File: config.mk
export PLATFORM = sky130hd
export DESIGN_NAME = tws_cell
export DESIGN_NICKNAME = d
export VERILOG_FILES = /design/src/rtl/core/triangular_weighted_smoother_core_defines.svh /design/src/rtl/core/tws_pkg.sv /design/src/rtl/core/tws_cell.sv
export SDC_FILE = /design/constraint.sdc
export NUM_CORES = 1
export LEC_CHECK = 0
export ABC_CLOCK_PERIOD_IN_PS = 7500
export BUFFER_PORTS_ARGS = -buffer_cell sky130_fd_sc_hd__buf_2
export CAP_MARGIN = 20
export CORE_MARGIN = 2
export CORE_UTILIZATION = 40
export CTS_BUF_LIST = sky130_fd_sc_hd__clkbuf_8
export DETAILED_ROUTE_END_ITERATION = 8
export GPL_TIMING_DRIVEN = 0
export PLACE_DENSITY = 0.66
export SYNTH_ARGS = -nofsm -noshare
export SYNTH_HDL_FRONTEND = slang
export SYNTH_SLANG_ARGS = --single-unit
File: constraint.sdc
create_clock -name clock -period 7.5 [get_ports clock]
set_clock_uncertainty 0.05 [all_clocks]
set_input_delay 1.5 -clock clock [delete_from_list [all_inputs] [get_ports clock]]
set_output_delay 1.5 -clock clock [all_outputs]
set_load 0.01 [all_outputs]
File: src/rtl/core/triangular_weighted_smoother_core_defines.svh
// ----------------------------------------------------------------------------
// Triangular weighted smoother assertion macros
// Shared concurrent assertion forms for the smoother core.
// ----------------------------------------------------------------------------
`ifndef TRIANGULAR_WEIGHTED_SMOOTHER_CORE_DEFINES_SVH
`define TRIANGULAR_WEIGHTED_SMOOTHER_CORE_DEFINES_SVH

// Check that a condition implies another in the same cycle
`define TWS_ASSERT_IMPLY(label, clk, rst, ante, cons) \
   label: assert property (@(posedge clk) disable iff (rst) (ante) |-> (cons)) \
      else $error("tws: same-cycle implication violated");

// Check that a condition implies another in the next cycle
`define TWS_ASSERT_NEXT(label, clk, rst, ante, cons) \
   label: assert property (@(posedge clk) disable iff (rst) (ante) |=> (cons)) \
      else $error("tws: next-cycle implication violated");

`endif

File: src/rtl/core/tws_pkg.sv
// ----------------------------------------------------------------------------
// Triangular weighted smoother package
// Fixed field widths, cell control bundle and sequencer state codes.
// ----------------------------------------------------------------------------
package tws_pkg;

   localparam int SAMPLE_W = 16;
   localparam int TAPCFG_W = 6;
   localparam int FILL_W   = 6;
   localparam logic [FILL_W-1:0] FILL_MAX = '1;

   // Control bundle broadcast to every cell of the row
   typedef struct packed {
      logic shift;
      logic clear;
      logic load_wgt;
   } tws_cell_ctl_type;

   // Sequencer states
   typedef enum logic [3:0] {
      ST_IDLE  = 4'b0001,
      ST_SUM   = 4'b0010,
      ST_DIV   = 4'b0100,
      ST_FLUSH = 4'b1000
   } tws_state_type;

endpackage

File: src/rtl/core/tws_cell.sv
// ----------------------------------------------------------------------------
// Smoother cell
// Holds one window sample and its tap weight, adds its weighted sample to
// the partial sum coming from the neighbor and passes it on each cycle.
// ----------------------------------------------------------------------------
module tws_cell import tws_pkg::*; #(
   parameter int IDX   = 0,
   parameter int TAP_W = 6,
   parameter int WGT_W = 5,
   parameter int ACC_W = 26
) (
   input  logic                       clock,
   input  logic                       reset,
   input  tws_cell_ctl_type           ctl,
   input  logic [TAP_W-1:0]           taps,
   input  logic signed [SAMPLE_W-1:0] sample_in,
   output logic signed [SAMPLE_W-1:0] sample_out,
   input  logic signed [ACC_W-1:0]    psum_in,
   output logic signed [ACC_W-1:0]    psum_out
);

   logic signed [SAMPLE_W-1:0]      sample_ff;
   logic [WGT_W-1:0]                weight_ff;
   logic [WGT_W-1:0]                weight_in;
   logic signed [ACC_W-1:0]         psum_ff;
   logic signed [SAMPLE_W+WGT_W:0]  prod;
   logic [TAP_W:0]                  rise;
   logic [TAP_W:0]                  fall;

   // Weight of this tap: min(position from front, position from back)
   always_comb begin
      rise = (TAP_W+1)'(IDX + 1);
      fall = {1'b0, taps} - (TAP_W+1)'(IDX);
      if ({1'b0, taps} > (TAP_W+1)'(IDX)) begin
         weight_in = (rise < fall) ? WGT_W'(rise) : WGT_W'(fall);
      end else begin
         weight_in = '0;
      end
   end

   // Hold the sample; shift from the neighbor or clear; load the tap weight
   always_ff @(posedge clock) begin
      if (reset) begin
         sample_ff <= '0;
         weight_ff <= (IDX == 0) ? WGT_W'(1) : '0;
      end else begin
         if (ctl.clear) begin
            sample_ff <= '0;
         end else if (ctl.shift) begin
            sample_ff <= sample_in;
         end
         if (ctl.load_wgt) begin
            weight_ff <= weight_in;
         end
      end
   end

   // Advance the partial sum along the row
   assign prod = sample_ff * $signed({1'b0, weight_ff});

   always_ff @(posedge clock) begin
      psum_ff <= psum_in + ACC_W'(prod);
   end

   assign sample_out = sample_ff;
   assign psum_out   = psum_ff;

endmodule

==> run metrics <==
I/O Buffers=93; reg-to-reg slack, setup=2.60 ns; pin count of the biggest net entering global routing=15; # DRC=0; CTS tree=yes; routability cong.=0.8300; Clk Latency, worst-skew pair=0.31 ns; final slew viol count=0; initial antenna violation count=0; Worst slew margin=0.6789; first-pass GRT wire length=19400 µm; leakage power=3.351 nW; overall power=592.9 µW; Hold Path Class=reg -> reg; commonest non-fill, non-tap cells in the layout=117 x inv_1, 97 x buf_2, 82 x and2_1; CP Launch Point=weight_ff[1]$_SDFFE_PP0P_; die height=118.8 µm; Iter 0 DRT Violations=147; HP Start=sample_out[2]$_SDFFE_PP0P_; period utilization=0.6537; ANT nets after route=0; Total Neg Setup Slack=0 ns; RSZ-0062 raised after global routing=no; critical setup path kind=reg -> reg; vias in the first global route=4404; total wire length=10720 µm; yosys warns=0; Crit path required time=7.65 ns; Core Box Area=12720 µm²; wire per inst=12.79 µm; syn nets=741; # Post-CTS Setup Buffers=0; number of detailed-route iterations in the first pass=4; Power Density=98.19 nW/µm²; asr flop ratio synth=0; Clock Path Buffers=2; Synth Area per Inst=9.332 µm²; Die X=118.8 µm; area of the mapped netlist=5273 µm²; outcome=completed; Post-Layout Cell Count=838; met2 wire length=5521 µm; # setup viols final=0; Crit. End Element=flip-flop; Num CTS Buffers=5; num rows=41; initial core utilization=0.4144; H-tree Lvls=2; Max IR drop VDD=0.06074 mV; critical path data arrival time=5.05 ns; Post-synth EDFFs=0; total grt overflow=0; Area Growth Syn to Fin=14.52%; max cap viols=0; Synth Flop Type=dfxtp_1; Syn Inst Count=565; fin area=6038 µm²; placed instance area=5953 µm²; M1 WL=4650 µm; Final Hold Viols=0; full die area=14120 µm²; io pins=95; Placed Cells=830; CTS root buffer=clkbuf_8; post-DR vias/cell=4.765; Seq cells post-synth=47; Clock transition at path regs=0.09 ns; via count=3993; Least-Margin Pin Slew=0.4817 ns; post-synthesis cell type count=45; uppermost layer routed=met4; sequential share of the synthesized area=0.1785; Critical Path Fanout Max=10; share of cells above drive strength 1=0.1907; CTS Hold Bufs=0; max frequency=204.0 MHz; shortest period the worst path allows=4.903 ns; Critical Path Source Type=flip-flop; Final nets=841; clk sinks=47; dpl hpwl=9266 µm; cts repair resizes=0; R2R Path Start=weight_ff[1]$_SDFFE_PP0P_; most common cell after layout, fill and taps aside=inv_1; all-layer global routing usage=0.1691; number of diodes=0; met3 wire len=359 µm
==> synthesized netlist by cell type (3+ instances only) <==
master | n | area share
inv_1 | 116 | 0.083
and2_1 | 82 | 0.097
fa_1 | 72 | 0.27
ha_1 | 51 | 0.12
dfxtp_1 | 47 | 0.18
nor2_1 | 27 | 0.019
a21oi_1 | 23 | 0.022
nand2_1 | 17 | 0.012
mux2i_1 | 16 | 0.030
xnor2_1 | 15 | 0.025
a21o_1 | 13 | 0.019
nand3_1 | 10 | 0.0095
xor2_1 | 8 | 0.013
clkbuf_1 | 7 | 0.0050
o21ai_0 | 7 | 0.0066
a21oi_2 | 4 | 0.0066
a31oi_1 | 4 | 0.0047
buf_2 | 4 | 0.0038
nand4_1 | 4 | 0.0047
o211ai_1 | 4 | 0.0057
a2111oi_2 | 3 | 0.0085
a21o_2 | 3 | 0.0050
==> stage by stage <==
step / hold WS (ns) / utilization / worst slack, ns
finish: 0.5368 / 0.4746 / 2.597
detailed placement: 0.5330 / 0.4679 / 2.601
floorplan: 0.4526 / - / 3.155
global placement: 0.5235 / 0.4679 / 2.655
global route: 0.5788 / 0.4746 / 2.251
CTS: 0.5484 / 0.4746 / 2.589
==> cells by family (layout without fill, tap and decap cells) <==
family,after synthesis,after routing,synth area share
adders and majority gates,123,123,0.3944
buffers and inverters,131,232,0.09943
xor gates and xnor gates,23,23,0.03821
muxes,16,16,0.03037
DFF,47,47,0.1785
and+or+nand+nor,150,150,0.1566
AOI/OAI and AO/OA,75,75,0.1025
==> worst paths after layout <==
path | endpoint | cells after the start
max reg2reg | psum_out[25]$_DFF_P_ | 15
max | psum_out[25]$_DFF_P_ | 15
min reg2reg | sample_out[2]$_SDFFE_PP0P_ | 2
min | sample_out[2]$_SDFFE_PP0P_ | 2
==> per-layer routing <==
layer  global-route usage  vias to the layer above
li1                     -                     1967
met1               0.2018                     1935
met2               0.3154                       77
met3              0.02251                       14
met4              0.04836                        0
met5                    0                        -
==> registers in the layout (all words and copies together) (netlist names) <==
signal      cells
psum_out       26
sample_out     16
weight_ff       5
==> worst max-delay path, cell delays in order (launching register included) <==
cell and delay, ns:
dfxtp_1 0.48, clkbuf_1 0.38, and2_1 0.22, fa_1 0.43
fa_1 0.50, fa_1 0.56, inv_1 0.05, fa_1 0.50
inv_1 0.04, ha_1 0.37, o211ai_2 0.12, o211ai_2 0.29
nand3_2 0.19, a2111oi_2 0.38, a2111oi_2 0.09, xnor2_1 0.14
==> where the power goes <==
group | switching, mW | leakage, nW | internal [mW]
Clock | 0.0884 | 0.0453 | 0.0639
Combinational | 0.0884 | 2.92 | 0.0725
Sequential | 0.00913 | 0.390 | 0.271
Total | 0.186 | 3.35 | 0.407
==> final cells by class <==
type,instances,area (µm²)
repair buffers,93,465.4
clock inverters,3,16.27
clock buffers,5,68.82
plain buffers,15,88.84
multi-input cells,387,3807
flip-flops and latches,47,940.9
inverters,116,435.4
well taps,172,215.2
fillers,1280,6684
Power figures use the tool's default switching activity.
