File: src/rtl/core/triangular_weighted_smoother_core_defines.svh
// ----------------------------------------------------------------------------
// Triangular weighted smoother assertion macros
// Shared concurrent assertion forms for the smoother core.
// ----------------------------------------------------------------------------
`ifndef TRIANGULAR_WEIGHTED_SMOOTHER_CORE_DEFINES_SVH
`define TRIANGULAR_WEIGHTED_SMOOTHER_CORE_DEFINES_SVH

// Check that a condition implies another in the same cycle
`define TWS_ASSERT_IMPLY(label, clk, rst, ante, cons) \
   label: assert property (@(posedge clk) disable iff (rst) (ante) |-> (cons)) \
      else $error("tws: same-cycle implication violated");

// Check that a condition implies another in the next cycle
`define TWS_ASSERT_NEXT(label, clk, rst, ante, cons) \
   label: assert property (@(posedge clk) disable iff (rst) (ante) |=> (cons)) \
      else $error("tws: next-cycle implication violated");

`endif

File: src/rtl/core/tws_pkg.sv
// ----------------------------------------------------------------------------
// Triangular weighted smoother package
// Fixed field widths, cell control bundle and sequencer state codes.
// ----------------------------------------------------------------------------
package tws_pkg;

   localparam int SAMPLE_W = 16;
   localparam int TAPCFG_W = 6;
   localparam int FILL_W   = 6;
   localparam logic [FILL_W-1:0] FILL_MAX = '1;

   // Control bundle broadcast to every cell of the row
   typedef struct packed {
      logic shift;
      logic clear;
      logic load_wgt;
   } tws_cell_ctl_type;

   // Sequencer states
   typedef enum logic [3:0] {
      ST_IDLE  = 4'b0001,
      ST_SUM   = 4'b0010,
      ST_DIV   = 4'b0100,
      ST_FLUSH = 4'b1000
   } tws_state_type;

endpackage

File: src/rtl/core/tws_divider.sv
// ----------------------------------------------------------------------------
// Smoother divider
// Restoring divider, one quotient bit per cycle, quotient truncated toward
// zero and narrowed to the sample width.
// ----------------------------------------------------------------------------
module tws_divider import tws_pkg::*; #(
   parameter int NUM_W = 25,
   parameter int DEN_W = 9
) (
   input  logic                       clock,
   input  logic                       reset,
   input  logic                       start,
   input  logic signed [NUM_W:0]      dividend,
   input  logic [DEN_W-1:0]           divisor,
   output logic                       busy,
   output logic signed [SAMPLE_W-1:0] quotient
);

   localparam int CNT_W = $clog2(NUM_W + 1);

   logic             busy_ff;
   logic             neg_ff;
   logic [CNT_W-1:0] cnt_ff;
   logic [DEN_W-1:0] rem_ff;
   logic [NUM_W-1:0] quo_ff;
   logic [NUM_W:0]   mag;
   logic [DEN_W:0]   rem_shift;
   logic             fits;
   logic [DEN_W-1:0] rem_next;

   // Magnitude of the dividend
   assign mag = dividend[NUM_W] ? (~dividend + 1'b1) : dividend;

   // One restoring step
   always_comb begin
      rem_shift = {rem_ff, quo_ff[NUM_W-1]};
      fits      = (rem_shift >= {1'b0, divisor});
      if (fits) begin
         rem_next = DEN_W'(rem_shift - {1'b0, divisor});
      end else begin
         rem_next = DEN_W'(rem_shift);
      end
   end

   always_ff @(posedge clock) begin
      if (reset) begin
         busy_ff <= 1'b0;
      end else if (start) begin
         busy_ff <= 1'b1;
      end else if (busy_ff && cnt_ff == CNT_W'(1)) begin
         busy_ff <= 1'b0;
      end
   end

   // Load operands, then iterate
   always_ff @(posedge clock) begin
      if (start) begin
         neg_ff <= dividend[NUM_W];
         quo_ff <= mag[NUM_W-1:0];
         rem_ff <= '0;
         cnt_ff <= CNT_W'(NUM_W);
      end else if (busy_ff) begin
         quo_ff <= {quo_ff[NUM_W-2:0], fits};
         rem_ff <= rem_next;
         cnt_ff <= cnt_ff - 1'b1;
      end
   end

   assign busy     = busy_ff;
   assign quotient = SAMPLE_W'(neg_ff ? (~quo_ff + 1'b1) : quo_ff);

endmodule

File: config.mk
export PLATFORM = sky130hd
export DESIGN_NAME = tws_divider
export DESIGN_NICKNAME = d
export VERILOG_FILES = /design/src/rtl/core/triangular_weighted_smoother_core_defines.svh /design/src/rtl/core/tws_pkg.sv /design/src/rtl/core/tws_divider.sv
export SDC_FILE = /design/constraint.sdc
export NUM_CORES = 1
export LEC_CHECK = 0
export BUFFER_PORTS_ARGS = -buffer_cell sky130_fd_sc_hd__buf_2
export CAP_MARGIN = 20
export CORE_AREA = 2 2 65 114
export DETAILED_ROUTE_END_ITERATION = 10
export DIE_AREA = 0 0 67 116
export PLACE_DENSITY_LB_ADDON = 0.05
export SETUP_SLACK_MARGIN = 0.02
export SYNTH_ARGS = -nofsm -noshare
export SYNTH_HDL_FRONTEND = slang
export SYNTH_SLANG_ARGS = --single-unit
export TNS_END_PERCENT = 100
File: constraint.sdc
create_clock -name clock -period 3.3 [get_ports clock]
set_input_delay 0.33 -clock clock [delete_from_list [all_inputs] [get_ports clock]]
set_output_delay 0.33 -clock clock [all_outputs]
set_load 0.03 [all_outputs]
==> flow_metrics.py <==
metrics = {
    "setup_path": {
        "start_kind": "flop",
        "slowest_stage": "fa_1",
        "r2r_slack_ns": 0.79,
        "worst_ep_arrival_time_ns": 2.68,
        "cp_top_family": "compound AO/OA/AOI/OAI gates",
        "path_buf_inv": 3,
        "path_max_fanout": 16,
        "max_stage_delay_ns": 0.41,
        "r2r_cells": 10,
        "cp-end-kind": "flop",
        "critical_path_required_ns": 3.48,
        "crit_type": "reg -> reg",
        "path_cells": "inv_1 > ha_1 > inv_1 > fa_1 > a211oi_1 > o31ai_1 > a211oi_2 > buf_4 > nor3_1 > a211o_1",
        "r2r-end": "rem_ff[2]$_SDFFE_PP0P_",
        "crit_top_cell": "inv_1",
        "reg2reg_from": "quo_ff[24]$_DFFE_PP_",
    },
    "die": {
        "rows": 40,
        "coreArea_sq_um": 6807,
        "fp.dieH_um": 116,
        "fp.dieW_um": 67,
        "io-pin-count": 55,
        "dieArea_sq_um": 7772,
        "start_util_pct": 44.19,
    },
    "synthesis": {
        "syn_nets": 384,
        "async_flop_share_pct": 0,
        "ys_seq_area_share_pct": 35.94,
        "ys.flop_type": "edfxtp_1",
        "synth_edf_count": 26,
        "mappedNetlistArea_sq_um": 3008,
        "ys_types": 48,
        "ys_warn_count": 0,
        "avgSynthCellArea_sq_um": 9.060,
        "synth_cells": 332,
        "ys_ff_latch": 41,
    },
    "clocking": {
        "cts_tree": "done",
        "cts_buffer_depth": 2,
        "cts_sinks": 41,
        "clkTransAtPathRegs_ns": 0.06,
        "cts_buffers": 5,
        "cts-root-buf": "clkbuf_16",
        "cts_setup_buffers": 0,
        "cts_resized": 0,
        "cts-htree-levels": 2,
        "clock_latency_ns": 0.28,
        "cts_hold_buf": 0,
    },
    "layout": {
        "areaGrowthSynthToFinish_pct": 16.85,
        "drive_above_1_share_pct": 20.05,
        "fin_nets": 435,
        "num_antenna_cells": 0,
    },
    "routing": {
        "post_drt_wl_per_cell_um": 14.26,
        "drtPass1Iterations": 4,
        "ant_nets": 0,
        "met2_length_um": 3742,
        "viasPerCell": 5.378,
        "wl_met1_um": 2543,
        "dr_total_vias": 2517,
        "wl_met3_um": 247,
        "drtIter0Drc": 94,
        "routed_wl_um": 6674,
        "drc": 0,
        "highest_layer": "met4",
    },
    "timing": {
        "maxSlewViolCount": 0,
        "period_share_pct": 76.01,
        "hold_viol": 0,
        "fmax_mhz": 398.7,
        "rsz0062_at_grt": "false",
        "tightest_slew_ns": 0.6223,
        "post-route-min-period_ns": 2.508,
        "clock_skew_ns": 0.008590,
        "relSlewSlack_pct": 58.51,
        "setup_tns_ns": 0,
        "finalSetupViolations": 0,
    },
    "global_route": {
        "grt_max_degree": 67,
        "grt_first_pass_wirelength_um": 11100,
        "overflow": 0,
        "antenna_found_initial": 0,
        "track_usage_pct": 18.63,
        "grt_pass1_vias": 2479,
    },
    "place": {
        "numPortBuffers": 54,
        "dpl.hpwl_um": 5148,
        "place.gp.congestion": 0.7904,
    },
    "hold_path": {
        "hp-class": "in -> reg",
        "min_from": "reset",
        "holdPathEnd": "busy$_SDFFE_PP0P_",
        "hold_path_depth": 2,
    },
    "status": {
        "status": "finished clean",
    },
    "power_and_ir_drop": {
        "p_leak_nw": 1.470,
        "finalPower_w": 0.001565,
        "p_per_area_nw_per_um2": 445.3,
        "vdd_drop_max_uv": 261.4,
    },
    "job": {
        "cap_violations": 0,
    },
}
synth_stat cells (4+ instances only):
cell	count	area share, %
nand2b_1	8	1.7
nand3_1	5	0.83
nor2_1	39	4.9
a31oi_1	6	1.2
clkbuf_1	8	1.0
nor2b_1	5	1.0
o21ai_1	4	0.67
a211oi_1	5	1.2
nand2_1	17	2.1
nand4_1	4	0.83
o41ai_2	6	3.2
o21ai_0	7	1.2
o41ai_1	4	1.2
nor3b_1	4	1.0
o31ai_1	13	3.2
mux2i_1	5	1.7
xor2_1	24	7.0
inv_1	21	2.6
buf_1	5	0.62
a211o_1	4	1.2
edfxtp_1	26	26
a21oi_1	26	4.3
xnor2_1	22	6.4
ha_1	13	5.4
dfxtp_1	15	10
nor3_1	7	1.2
cell usage in the layout (no fill, tap or decap), types with 2 or more instances in the layout:
| cell type | Yosys | layout |
|---|---|---|
| o31ai_1 | 13 | 13 |
| a21o_1 | 3 | 3 |
| a31oi_1 | 6 | 6 |
| a32oi_1 | 2 | 2 |
| nand2_1 | 17 | 17 |
| dfxtp_1 | 15 | 15 |
| or4_1 | 2 | 2 |
| edfxtp_1 | 26 | 26 |
| buf_4 | 1 | 5 |
| o41ai_2 | 6 | 6 |
| xnor2_1 | 22 | 22 |
| clkinv_2 | 0 | 2 |
| o21ai_0 | 7 | 7 |
| o41ai_1 | 4 | 4 |
| a211oi_1 | 5 | 5 |
| buf_2 | 1 | 54 |
| a211o_1 | 4 | 4 |
| nand2b_1 | 8 | 8 |
| mux2i_1 | 5 | 5 |
| nor2_1 | 39 | 39 |
| a21oi_1 | 26 | 26 |
| nand4_1 | 4 | 4 |
| nor3_1 | 7 | 7 |
| ha_1 | 13 | 13 |
| nand4b_1 | 2 | 2 |
| nand3_1 | 5 | 5 |
| nor2b_1 | 5 | 5 |
| o21ai_1 | 4 | 4 |
| and3_1 | 2 | 2 |
| or3_1 | 2 | 2 |
| clkbuf_16 | 0 | 5 |
| nor3b_1 | 4 | 4 |
| xor2_1 | 24 | 24 |
| inv_1 | 21 | 21 |
registers in the layout, indices dropped and copies added, names as in the netlist:
register	flops
cnt_ff	5
neg_ff	1
quo_ff	25
rem_ff	9
busy	1
cell families (layout without fill, tap and decap cells):
| kind of cell | count (synthesis) | count (layout) | share of synthesized area, % |
|---|---|---|---|
| compound gates | 85 | 85 | 20.51 |
| xor+xnor | 46 | 46 | 13.39 |
| fa+ha+maj | 14 | 14 | 6.073 |
| buf+inv | 37 | 89 | 5.033 |
| flops | 41 | 41 | 35.94 |
| mux | 5 | 5 | 1.664 |
| simple gates | 104 | 104 | 17.39 |
per-layer routing:
metal / global-route usage, % / vias up
met1: 18.38 / 1145
li1: - / 1312
met4: 6.939 / 0
met5: 0 / -
met3: 3.204 / 11
met2: 36.83 / 49
worst max-delay path by stage:
stage,from,endpoint,slack [ns],depth (start not counted)
global route,quo_ff[24]$_DFFE_PP_,rem_ff[4]$_SDFFE_PP0P_,0.65,10
CTS,quo_ff[24]$_DFFE_PP_,rem_ff[2]$_SDFFE_PP0P_,0.77,10
global placement,dividend[13],quo_ff[18]$_DFFE_PP_,0.79,6
finish,quo_ff[24]$_DFFE_PP_,rem_ff[2]$_SDFFE_PP0P_,0.79,10
detailed placement,quo_ff[24]$_DFFE_PP_,rem_ff[3]$_SDFFE_PP0P_,0.76,10
floorplan,quo_ff[24]$_DFFE_PP_,rem_ff[2]$_SDFFE_PP0P_,0.73,10
layout make-up:
class | instances | area [sq um]
timing repair buffer | 60 | 335.3
fill | 673 | 3292
clock buffer | 6 | 128.9
inverter | 21 | 78.83
multi-input combinational | 254 | 1775
tap | 84 | 105.1
sequential | 41 | 1081
clock inverter | 2 | 10.01
power by group:
| group | internal [W] | total, W | switching (W) | leakage [nW] |
|---|---|---|---|---|
| Clock | 0.000278 | 0.000466 | 0.000189 | 0.0706 |
| Sequential | 0.000607 | 0.000652 | 0.0000456 | 0.379 |
| Combinational | 0.000179 | 0.000447 | 0.000267 | 1.02 |
| Total | 0.00106 | 0.00156 | 0.000501 | 1.47 |
worst register-to-register path, cell delays in order, from the launching register on:
cell and delay, ns:
edfxtp_1 0.38, inv_1 0.07, ha_1 0.15, inv_1 0.07, fa_1 0.41, a211oi_1 0.31, o31ai_1 0.19, a211oi_2 0.24
buf_4 0.24, nor3_1 0.08, a211o_1 0.26
through the flow:
step	utilization [%]	hold slack [ns]	setup WS [ns]	instances	cell area [sq um]
5_1_grt	51.64	0.2018	0.6474	468	3515
3_5_place_dp	49.19	0.4855	0.7552	459	3348
6_report	51.64	0.1951	0.7918	468	3515
4_1_cts	51.23	0.1934	0.7655	467	3487
2_1_floorplan	-	0.4024	0.7251	332	3008
3_3_place_gp	49.19	0.4813	0.7935	459	3348
(Power assumes the default switching activity.)
